$ cat src/rtl/core/phase_unwrapper_assert.svh
// assertion helpers for the phase unwrapper
`ifndef PHASE_UNWRAPPER_ASSERT_SVH
`define PHASE_UNWRAPPER_ASSERT_SVH

// same-cycle implication, sampled on i_clk, off during reset
`define PU_ASSERT_IMPL(label, ante, cons) \
    label: assert property (@(posedge i_clk) disable iff (!i_rst_n) (ante) |-> (cons)) \
        else $error("phase unwrapper assertion failed");

// next-cycle implication, sampled on i_clk, off during reset
`define PU_ASSERT_NEXT(label, ante, cons) \
    label: assert property (@(posedge i_clk) disable iff (!i_rst_n) (ante) |=> (cons)) \
        else $error("phase unwrapper assertion failed");

`endif

$ cat src/rtl/core/pu_pkg.sv
package pu_pkg;

    localparam int TURN_BITS_DEF = 16;
    localparam int OUT_WIDTH_DEF = 40;
    localparam int PHASE_IN_W    = 32;
    localparam int FRAC_W        = 16;
    localparam int COEFF_W       = 16;

    localparam int CFG_IDX_W  = 2;
    localparam int CFG_DATA_W = 16;

    localparam logic [CFG_IDX_W-1:0] CFG_IDX_MODE  = 2'd0;
    localparam logic [CFG_IDX_W-1:0] CFG_IDX_ADJ   = 2'd1;
    localparam logic [CFG_IDX_W-1:0] CFG_IDX_COEFF = 2'd2;

    localparam logic [1:0] MODE_NEXT = 2'd0;
    localparam logic [1:0] MODE_TURN = 2'd1;
    localparam logic [1:0] MODE_HALF = 2'd2;

    localparam logic [COEFF_W-1:0] COEFF_RST = 16'd58982;

endpackage

$ cat src/rtl/core/pu_in_if.sv
interface pu_in_if;
    logic                                  valid;
    logic                                  ready;
    logic signed [pu_pkg::PHASE_IN_W-1:0]  phase_in;
    logic                                  first;

    modport source (output valid, output phase_in, output first, input ready);
    modport sink   (input valid, input phase_in, input first, output ready);
endinterface

$ cat src/rtl/core/pu_out_if.sv
interface pu_out_if #(
    parameter int OUT_WIDTH = pu_pkg::OUT_WIDTH_DEF
);
    logic                        valid;
    logic                        ready;
    logic signed [OUT_WIDTH-1:0] phase_out;
    logic                        saturated;

    modport source (output valid, output phase_out, output saturated, input ready);
    modport sink   (input valid, input phase_out, input saturated, output ready);
endinterface

$ cat src/rtl/core/phase_unwrapper.sv
// the input transaction is registered in the input stage, the result stage drives o_res
// one sample per cycle unless o_res.ready stalls the result stage; the reference update
// (unwrap, clamp and one 16-bit coefficient multiply) is combinational between the input
// and result registers; a result waiting on o_res blocks new input only while the input
// stage is full; reset (synchronous, active low) empties both stages, zeroes the reference
// and returns the configuration registers to their defaults
`include "phase_unwrapper_assert.svh"

module phase_unwrapper #(
    parameter int TURN_BITS = pu_pkg::TURN_BITS_DEF,
    parameter int OUT_WIDTH = pu_pkg::OUT_WIDTH_DEF
) (
    input  logic                              i_clk,
    input  logic                              i_rst_n,
    input  logic                              i_cfg_we,
    input  logic [pu_pkg::CFG_IDX_W-1:0]      i_cfg_idx,
    input  logic [pu_pkg::CFG_DATA_W-1:0]     i_cfg_data,
    pu_in_if.sink                             i_smp,
    pu_out_if.source                          o_res
);

    localparam int PW    = pu_pkg::PHASE_IN_W;
    localparam int FW    = pu_pkg::FRAC_W;
    localparam int RI    = (OUT_WIDTH > PW) ? OUT_WIDTH : PW;
    localparam int CW    = RI + 2;
    localparam int REF_W = RI + FW;

    localparam logic signed [CW-1:0] TURN = CW'(1) <<< TURN_BITS;
    localparam logic signed [OUT_WIDTH-1:0] OUT_MAX = {1'b0, {(OUT_WIDTH-1){1'b1}}};
    localparam logic signed [OUT_WIDTH-1:0] OUT_MIN = {1'b1, {(OUT_WIDTH-1){1'b0}}};

    // configuration
    logic [1:0]                    r_mode;
    logic                          r_adj;
    logic [pu_pkg::COEFF_W-1:0]    r_coeff;

    // input stage, result stage, reference
    logic                          r_s1_vld;
    logic signed [PW-1:0]          r_s1_phase;
    logic                          r_s1_first;
    logic                          r_s2_vld;
    logic signed [OUT_WIDTH-1:0]   r_s2_phase;
    logic                          r_s2_sat;
    logic signed [REF_W-1:0]       r_ref;
    logic signed [REF_W-1:0]       n_ref;

    logic                          in_take;
    logic                          s1_move;

    logic [TURN_BITS-1:0]          p_low;
    logic signed [CW-1:0]          p_ext;
    logic signed [CW-1:0]          first_val;
    logic signed [CW-1:0]          ref_hi_ext;
    logic signed [CW-1:0]          r0;
    logic signed [CW-1:0]          splice;
    logic signed [CW-1:0]          val0;
    logic signed [REF_W-1:0]       refq;
    logic signed [CW-1:0]          cl_val [2];
    logic signed [CW-1:0]          val_pre;
    logic                          fits;
    logic signed [OUT_WIDTH-1:0]   val_sat;
    logic signed [REF_W-1:0]       vq;
    logic signed [REF_W:0]         ref_diff;
    logic signed [REF_W+17:0]      prod;
    logic signed [REF_W+17:0]      prod_sh;

    assign s1_move     = r_s1_vld && (!r_s2_vld || o_res.ready);
    assign i_smp.ready = !r_s1_vld || s1_move;
    assign in_take     = i_smp.valid && i_smp.ready;

    assign o_res.valid     = r_s2_vld;
    assign o_res.phase_out = r_s2_phase;
    assign o_res.saturated = r_s2_sat;

    // next-phase unwrap
    assign p_low      = r_s1_phase[TURN_BITS-1:0];
    assign p_ext      = CW'(r_s1_phase);
    // with adjust set, a negative first sample is lifted to its remainder modulo one turn
    assign first_val  = (r_adj && r_s1_phase[PW-1]) ? {{(CW-TURN_BITS){1'b0}}, p_low} : p_ext;
    assign ref_hi_ext = CW'($signed(r_ref[REF_W-1:FW]));
    assign r0         = r_s1_first ? first_val : ref_hi_ext;
    assign splice     = {r0[CW-1:TURN_BITS], p_low};

    always_comb begin
        if (p_ext >= r0) begin
            val0 = p_ext;
        end else if (p_low < r0[TURN_BITS-1:0]) begin
            val0 = splice + TURN;
        end else begin
            val0 = splice;
        end
    end

    // closest candidate, one turn (g = 0) and half a turn (g = 1)
    assign refq = r_s1_first ? {RI'(r_s1_phase), {FW{1'b0}}} : r_ref;

    for (genvar g = 0; g < 2; g++) begin : g_close
        localparam int PB = TURN_BITS - g;
        localparam int KW = RI - PB;
        localparam int DW = PB + FW + 2;
        localparam logic signed [DW-1:0] HALF = DW'(1) <<< (PB + FW - 1);

        logic signed [KW-1:0]    k;
        logic [PB+FW-1:0]        m;
        logic [PB-1:0]           pm;
        logic signed [DW-1:0]    delta;
        logic signed [KW:0]      k_adj;

        assign k     = refq[REF_W-1:PB+FW];
        assign m     = refq[PB+FW-1:0];
        assign pm    = r_s1_phase[PB-1:0];
        assign delta = $signed({2'b00, pm, {FW{1'b0}}}) - $signed({2'b00, m});

        // one period down if more than half a period above, up if below
        always_comb begin
            if (delta > HALF) begin
                k_adj = (KW+1)'(k) - (KW+1)'(1);
            end else if (delta < -HALF) begin
                k_adj = (KW+1)'(k) + (KW+1)'(1);
            end else begin
                k_adj = (KW+1)'(k);
            end
        end

        assign cl_val[g] = CW'($signed({k_adj, pm}));
    end

    always_comb begin
        case (r_mode)
            pu_pkg::MODE_NEXT: val_pre = val0;
            pu_pkg::MODE_TURN: val_pre = cl_val[0];
            default:           val_pre = cl_val[1];
        endcase
    end

    assign fits    = (&val_pre[CW-1:OUT_WIDTH-1]) || !(|val_pre[CW-1:OUT_WIDTH-1]);
    assign val_sat = fits ? val_pre[OUT_WIDTH-1:0] : (val_pre[CW-1] ? OUT_MIN : OUT_MAX);

    // ref' = o + c*(ref - o) / 2^16, floored, all in Q.16; in next-phase mode ref' = o
    assign vq       = {RI'(val_sat), {FW{1'b0}}};
    assign ref_diff = (REF_W+1)'(refq) - (REF_W+1)'(vq);
    assign prod     = ref_diff * $signed({1'b0, r_coeff});
    assign prod_sh  = prod >>> FW;

    always_comb begin
        if (r_mode == pu_pkg::MODE_NEXT) begin
            n_ref = vq;
        end else begin
            n_ref = vq + prod_sh[REF_W-1:0];
        end
    end

    always_ff @(posedge i_clk) begin
        if (!i_rst_n) begin
            r_mode   <= pu_pkg::MODE_NEXT;
            r_adj    <= 1'b0;
            r_coeff  <= pu_pkg::COEFF_RST;
            r_s1_vld <= 1'b0;
            r_s2_vld <= 1'b0;
            r_ref    <= '0;
        end else begin
            if (i_cfg_we) begin
                case (i_cfg_idx)
                    pu_pkg::CFG_IDX_MODE:  r_mode  <= i_cfg_data[1:0];
                    pu_pkg::CFG_IDX_ADJ:   r_adj   <= i_cfg_data[0];
                    pu_pkg::CFG_IDX_COEFF: r_coeff <= i_cfg_data[pu_pkg::COEFF_W-1:0];
                    default: ;
                endcase
            end
            if (in_take) begin
                r_s1_vld <= 1'b1;
            end else if (s1_move) begin
                r_s1_vld <= 1'b0;
            end
            if (s1_move) begin
                r_s2_vld <= 1'b1;
                r_ref    <= n_ref;
            end else if (o_res.ready) begin
                r_s2_vld <= 1'b0;
            end
        end
    end

    always_ff @(posedge i_clk) begin
        if (in_take) begin
            r_s1_phase <= i_smp.phase_in;
            r_s1_first <= i_smp.first;
        end
        if (s1_move) begin
            r_s2_phase <= val_sat;
            r_s2_sat   <= !fits;
        end
    end

    `PU_ASSERT_IMPL(a_sat_at_limit, r_s2_vld && r_s2_sat, r_s2_phase == OUT_MAX || r_s2_phase == OUT_MIN)
    `PU_ASSERT_NEXT(a_ref_hold, !s1_move, $stable(r_ref))
    `PU_ASSERT_NEXT(a_ref_int_mode0, s1_move && r_mode == pu_pkg::MODE_NEXT, r_ref[FW-1:0] == '0)

endmodule
$ cat src/flat_wrapper.sv
// flat-port wrapper written by rule: the top's interface ports become plain ports
module phase_unwrapper_flat 
#(
    parameter int TURN_BITS = pu_pkg::TURN_BITS_DEF,
    parameter int OUT_WIDTH = pu_pkg::OUT_WIDTH_DEF
)
  (i_clk, i_rst_n, i_cfg_we, i_cfg_idx, i_cfg_data, i_smp_valid, i_smp_phase_in, i_smp_first, i_smp_ready, o_res_valid, o_res_phase_out, o_res_saturated, o_res_ready);
  pu_in_if i_smp_i ();
  pu_out_if #(.OUT_WIDTH(OUT_WIDTH)) o_res_i ();
  input  logic i_clk;
  input  logic i_rst_n;
  input  logic i_cfg_we;
  input  logic [pu_pkg::CFG_IDX_W-1:0] i_cfg_idx;
  input  logic [pu_pkg::CFG_DATA_W-1:0] i_cfg_data;
  input wire logic [$bits(i_smp_i.valid)-1:0] i_smp_valid;
  input wire logic [$bits(i_smp_i.phase_in)-1:0] i_smp_phase_in;
  input wire logic [$bits(i_smp_i.first)-1:0] i_smp_first;
  output wire logic [$bits(i_smp_i.ready)-1:0] i_smp_ready;
  output wire logic [$bits(o_res_i.valid)-1:0] o_res_valid;
  output wire logic [$bits(o_res_i.phase_out)-1:0] o_res_phase_out;
  output wire logic [$bits(o_res_i.saturated)-1:0] o_res_saturated;
  input wire logic [$bits(o_res_i.ready)-1:0] o_res_ready;
  assign i_smp_i.valid = i_smp_valid;
  assign i_smp_i.phase_in = i_smp_phase_in;
  assign i_smp_i.first = i_smp_first;
  assign i_smp_ready = i_smp_i.ready;
  assign o_res_valid = o_res_i.valid;
  assign o_res_phase_out = o_res_i.phase_out;
  assign o_res_saturated = o_res_i.saturated;
  assign o_res_i.ready = o_res_ready;
  phase_unwrapper #(.TURN_BITS(TURN_BITS), .OUT_WIDTH(OUT_WIDTH)) u_core (.i_clk(i_clk), .i_rst_n(i_rst_n), .i_cfg_we(i_cfg_we), .i_cfg_idx(i_cfg_idx), .i_cfg_data(i_cfg_data), .i_smp(i_smp_i), .o_res(o_res_i));
endmodule
$ cat config.mk
export PLATFORM = sky130hd
export DESIGN_NAME = phase_unwrapper_flat
export DESIGN_NICKNAME = d
export VERILOG_FILES = /design/src/rtl/core/pu_pkg.sv /design/src/rtl/core/pu_in_if.sv /design/src/rtl/core/pu_out_if.sv /design/src/rtl/core/phase_unwrapper.sv /design/src/flat_wrapper.sv
export VERILOG_INCLUDE_DIRS = /design/src /design/src/rtl/core
export SDC_FILE = /design/constraint.sdc
export NUM_CORES = 2
export LEC_CHECK = 0
export BUFFER_PORTS_ARGS = -buffer_cell sky130_fd_sc_hd__buf_2
export CORE_MARGIN = 10
export CORE_UTILIZATION = 35
export CTS_CLUSTER_DIAMETER = 150
export CTS_CLUSTER_SIZE = 25
export DETAILED_ROUTE_END_ITERATION = 8
export GPL_TIMING_DRIVEN = 0
export PLACE_DENSITY = 0.51
export SLEW_MARGIN = 20
export SYNTH_ARGS = -nofsm -noshare
export SYNTH_HDL_FRONTEND = slang
export SYNTH_SLANG_ARGS = --single-unit
$ cat constraint.sdc
create_clock -name i_clk -period 46.2 [get_ports i_clk]
set_input_delay 4.62 -clock i_clk [delete_from_list [all_inputs] [get_ports i_clk]]
set_output_delay 4.62 -clock i_clk [all_outputs]
set_load 0.1 [all_outputs]
### After elaboration in Yosys (flattened, before gate mapping)

Cells that the tools add are included.

| storage, ports and cells | value |
|---|---|
| register bits after elaboration | 151 |
| word-level logic and storage cells | 65 |

| operators by class | value |
|---|---|
| multiply operators | 1 |
| reduce and logical (&&, ||, !) cells | 19 |
| add/sub/neg operators | 9 |
| eq/ne operators | 3 |
| mux-type cells | 17 |
| magnitude comparators | 6 |

Operators with widths:

| cell | count |
|---|---|
| $mux 42 | 4 |
| $mux 56 | 2 |
| $pmux 42 s2 | 1 |
| $mux 40 | 2 |
| $mul 57x17->72 | 1 |
| $sub 56x56->57 | 1 |
| $add 56x56->56 | 1 |
| $mux 26 | 2 |
| $mux 25 | 2 |
| $add 42x18->42 const B | 1 |
| $ge 32x42->1 | 1 |
| $gt 34x33->1 const B | 1 |
| $lt 34x32->1 const B | 1 |
| $gt 33x32->1 const B | 1 |
| $lt 33x31->1 const B | 1 |
| $sub 32x32->33 | 1 |
| $sub 31x31->32 | 1 |
| $add 25x2->26 const B | 1 |
| $sub 25x2->26 const B | 1 |
| $add 24x2->25 const B | 1 |
| $sub 24x2->25 const B | 1 |
| $lt 16x16->1 | 1 |
| $reduce_and 2->1 | 3 |
| $eq 2x1->1 const B | 2 |
| 9 further kinds | 21 |

### Logic depth before layout (Yosys ltp)

| logic depth | value |
|---|---|
| depth in word-level cells | 15 |
| mapped depth | 89 |
| depth with buffers taken out | 78 |

### Worst setup path before layout

No wires, ideal clock.

| timing path | value |
|---|---|
| path kind | register to register |
| start point | reg u_core.r_s1_first |
| end point | reg u_core.r_ref[55] |
| setup time | 0.079 ns |
| data arrival time | 18.729 ns |
| buffers on the path | 12 |
| data required time | 46.121 ns |
| slack | 27.392 ns |
| cell stages (with the launch flop) | 86 |
| period minus slack after synthesis | 18.808 ns |
| cells stage by stage | edfxtp_1 -> buf_2 -> buf_6 -> buf_4 -> buf_2 -> buf_2 -> buf_1 -> buf_1 -> clkbuf_1 -> mux2i_1 -> ha_1 -> clkbuf_1 -> and3_1 -> a21boi_0 -> a211oi_1 -> a2111oi_4 -> or3_1 -> a211oi_2 -> [50 not listed] -> o21a_1 -> nor2_1 -> ha_1 -> a21o_1 -> a21o_1 -> a21o_1 -> a21oi_1 -> nor2b_1 -> o21ai_0 -> nand2b_1 -> a2111oi_0 -> o311ai_1 -> a311o_1 -> a21oi_1 -> xnor3_1 -> xor2_1 -> nand4_1 -> o211ai_1 |

| between the ends | value |
|---|---|
| word-level cells in the longest chain between the ends | 14 |
| elaborated cells between the ends (all ways) | 32 |
| classes of those cells | 9 x add/sub; 1 x mul; 6 x order compare; 12 x mux; 4 x reduce/logical |

RTL lines:

| item | line | RTL |
|---|---|---|
| start, declared | phase_unwrapper.sv:40 | `logic r_s1_first;` |
| start signal, assigned | phase_unwrapper.sv:187 | `r_s1_first <= i_smp.first;` |
| $mux 56 | phase_unwrapper.sv:95 | `assign refq = r_s1_first ? {RI'(r_s1_phase), {FW{1'b0}}} : r_ref;` |
| $sub 32x32->33 / $sub 31x31->32 (equally long branches) | phase_unwrapper.sv:112 | `assign delta = $signed({2'b00, pm, {FW{1'b0}}}) - $signed({2'b00, m});` |
| $lt 34x32->1 / $lt 33x31->1 (equally long branches) | phase_unwrapper.sv:118 | `end else if (delta < -HALF) begin` |
| $mux 25 / $mux 26 (equally long branches) | phase_unwrapper.sv:118 |  |
| $mux 25 / $mux 26 (equally long branches) | phase_unwrapper.sv:116 | `if (delta > HALF) begin` |
| $pmux 42 s2 | phase_unwrapper.sv:129 | `case (r_mode)` |
| $reduce_or 3->1 | phase_unwrapper.sv:136 | `assign fits = (&val_pre[CW-1:OUT_WIDTH-1]) \|\| !(\|val_pre[CW-1:OUT_WIDTH-1]);` |
| $logic_not 1->1 | phase_unwrapper.sv:136 |  |
| $logic_or 1x1->1 | phase_unwrapper.sv:136 |  |
| $mux 40 | phase_unwrapper.sv:137 | `assign val_sat = fits ? val_pre[OUT_WIDTH-1:0] : (val_pre[CW-1] ? OUT_MIN : OUT_MAX);` |
| $sub 56x56->57 | phase_unwrapper.sv:141 | `assign ref_diff = (REF_W+1)'(refq) - (REF_W+1)'(vq);` |
| $mul 57x17->72 | phase_unwrapper.sv:142 | `assign prod = ref_diff * $signed({1'b0, r_coeff});` |
| $add 56x56->56 | phase_unwrapper.sv:149 | `n_ref = vq + prod_sh[REF_W-1:0];` |
| $mux 56 (*) | phase_unwrapper.sv:146 | `if (r_mode == pu_pkg::MODE_NEXT) begin` |
| end signal, assigned | phase_unwrapper.sv:177 | `r_ref <= n_ref;` |
| end, declared | phase_unwrapper.sv:44 | `logic signed [REF_W-1:0] r_ref;` |

Mark *: on every way between the ends. The rest lies on a longest branch, timed or not.
A chain may end at the register's enable or synchronous reset.

### Worst setup path in the final report

Same ends and word-level chain as after synthesis.

==> flow_summary.toml <==
[timing]
hold_slack_ns = 0.4562
setup_viol = 0
drv_slew = 0
grt_setup_unrepaired = "no"
finalSetupTns_ns = 0
finalHoldViolations = 0
fmax_mhz = 35.85
fin_crit_ns = 27.89
finClkSkew_ns = 0.01698
relSlewSlack_pct = 17.20
tightestPinTransition_ns = 1.242
min_period_over_period_pct = 60.37
setup_ws_ns = 18.31

[cells_and_area]
multi_input_area_mm2 = 0.03624
final_common_cell = "inv_1"
syn_to_final_growth_pct = 7.332
n_fill_cell = 13456
layout_common_cells = "inv_1, fa_1, nand2_1, and2_1, ha_1"
regArea_mm2 = 0.003764
layout-drive-gt1-share_pct = 4.196
num-nets-final = 6660

[route]
totalWireLength_um = 174900
first_pass_iters = 6
wire_per_inst_um = 24.40
drt-initial-drc-count = 3210
post-route-drc-count = 0
detail-route-antenna-nets = 0
via_count = 38307
vias_per_cell = 5.344

[synthesis]
synthCells = 5373
yosysWarningCount = 0
synth_top_flop_cell = "dfxtp_1"
ys_ff_latch = 151
syn_avg_cell_area_um2 = 8.382
synthArstFlopShare_pct = 0
ys_types = 114
yosysTopAreaCellShare_pct = 36.76
synth_edf_count = 74
syn_area_mm2 = 0.04504
seq_area_frac_synth_pct = 8.357
synth_top_cell_by_area = "fa_1"
synth_area_leaders = "fa_1, inv_1, ha_1, and2_1, nand2_1"
syn-num-nets = 6541

[global_route]
grt_overflow_total = 0
grt_use_total_pct = 24.60
grt_pass1_vias = 39754
grt_pass1_wl_um = 262800
grt_antenna_before_repair = 15
grt_max_degree = 31

[floorplanning]
ios = 99
die_height_um = 378.7
start_util_pct = 35.27
core.rowCount = 131
die-area_mm2 = 0.1434
die_x_um = 378.7
core_mm2 = 0.1277

[flow_run]
cap_viol_max_count = 0

[placement]
hpwl_um = 148100
post-place-ws_ns = 18.76
routabilityCongestion = 0.9456
portBuffers = 98

[worst_setup_path]
cp-end-kind = "flop"
start_kind = "flop"
path_delay_family = "compound AO/OA/AOI/OAI gates"
path_buf_inv = 18
critPathRequiredTime_ns = 46.62
crit_fanout = 10
cpPeakStageDelay_ns = 1.09
arrival_ns = 28.32
critPathKind = "reg2reg"
crit_slowest_cell = "a2111oi_1"

[status]
status = "completed"

[clocking]
numCtsBuffers = 17
hold_buffers = 0
tritoncts = "done"
cts-root-buf = "clkbuf_16"
cts.path.max_buffers = 2
clock_latency_ns = 0.51
htree_levels = 4
postCtsSetupBuffers = 0
clock-sinks = 151
path_clk_slew_ns = 0.07
cts_resized = 0

[hold_path]
hold_path_class = "reg2reg"
## state kept, by name, indices dropped and copies added (netlist names)
signal,count
u_core.o_res.phase_out,40
u_core.r_s1_phase,32
u_core.o_res.valid,1
u_core.r_s1_first,1
u_core.o_res.saturated,1
u_core.r_mode,2
u_core.r_adj,1
u_core.r_ref,56
u_core.r_s1_vld,1
u_core.r_coeff,16
## cells in the mapped netlist, types with 8 or more instances
| master | number |
|---|---|
| clkbuf_1 | 224 |
| nand3_1 | 85 |
| a21oi_1 | 219 |
| inv_1 | 1082 |
| xnor2_1 | 134 |
| edfxtp_1 | 74 |
| a221oi_1 | 9 |
| and3_1 | 32 |
| o31ai_1 | 14 |
| nand2b_1 | 34 |
| o22ai_1 | 12 |
| a21boi_0 | 11 |
| and2_1 | 433 |
| a22oi_1 | 22 |
| o21ai_1 | 8 |
| nor2_1 | 208 |
| o21a_1 | 29 |
| a31oi_1 | 14 |
| nand4_1 | 46 |
| nor3_1 | 56 |
| nor2b_1 | 56 |
| o21bai_1 | 21 |
| a21o_1 | 77 |
| o221ai_1 | 10 |
| or2_2 | 12 |
| fa_1 | 827 |
| nor4_1 | 11 |
| nand2_1 | 711 |
| o32ai_1 | 8 |
| mux2i_1 | 42 |
| buf_2 | 12 |
| o211ai_1 | 27 |
| dfxtp_1 | 77 |
| xor2_1 | 59 |
| ha_1 | 285 |
| a211oi_1 | 46 |
| or3_1 | 25 |
| o21ai_0 | 149 |
## routing by layer
metal / GRT usage, % / wire length (um) / up-vias
met3: 3.677 / 11110 / 262
met1: 33.69 / 77430 / 19629
met4: 7.874 / 6191 / 2
li1: - / - / 17064
met5: 0 / 12 / -
met2: 39.70 / 80130 / 1350
## per-stage QoR
stage,cells,area (um2),util [%]
global placement,7133,47610,37.29
detailed placement,7135,47690,37.35
finish,7168,48340,37.86
CTS,7167,48320,37.85
floorplan,5373,45040,-
global route,7167,48340,37.86
## area by class of cell
cell class	instances	area share [%]
antenna	1	0.005177
multi-input combinational	3885	74.97
buffer	249	2.071
clock buffer	18	0.8878
sequential	151	7.786
inverter	1088	8.459
clock inverter	14	0.4271
timing repair buffer	100	1.097
tap	1662	4.302
## worst reg2reg max path, delay by kind of cell, from the launching register on
kind            cells  cell delay [ns]
mux                 1             0.53
simple gates       18             4.28
xor+xnor            3             1.64
fa+ha+maj          10             4.64
flops               1             0.32
compound gates     34             9.56
buf+inv            18             6.86
## final timing paths
kind | startpoint | to | slack, ns | cells past startpoint
setup / recovery | u_core.r_s1_first$_DFFE_PP_ | u_core.r_ref[55]$_SDFFE_PN0P_ | 18.31 | 84
hold / removal | u_core.r_ref[26]$_SDFFE_PN0P_ | u_core.r_ref[26]$_SDFFE_PN0P_ | 0.46 | 2
setup reg to reg | u_core.r_s1_first$_DFFE_PP_ | u_core.r_ref[55]$_SDFFE_PN0P_ | 18.31 | 84
hold reg to reg | u_core.r_ref[26]$_SDFFE_PN0P_ | u_core.r_ref[26]$_SDFFE_PN0P_ | 0.46 | 2
## cells by family (layout without fill, tap and decap cells)
family | after synthesis | in the layout | share of synthesized area [%]
simple gates | 1750 | 1750 | 19.12
buf+inv | 1337 | 1469 | 11.29
fa+ha+maj | 1114 | 1114 | 44.73
compound gates | 775 | 775 | 11.50
xor+xnor | 195 | 195 | 3.839
flops | 151 | 151 | 8.357
mux | 51 | 51 | 1.172
other cells | 0 | 1 | 0
Power is not shown: default switching activity piles up to over one toggle a cycle in this logic, so the estimate is an artifact.
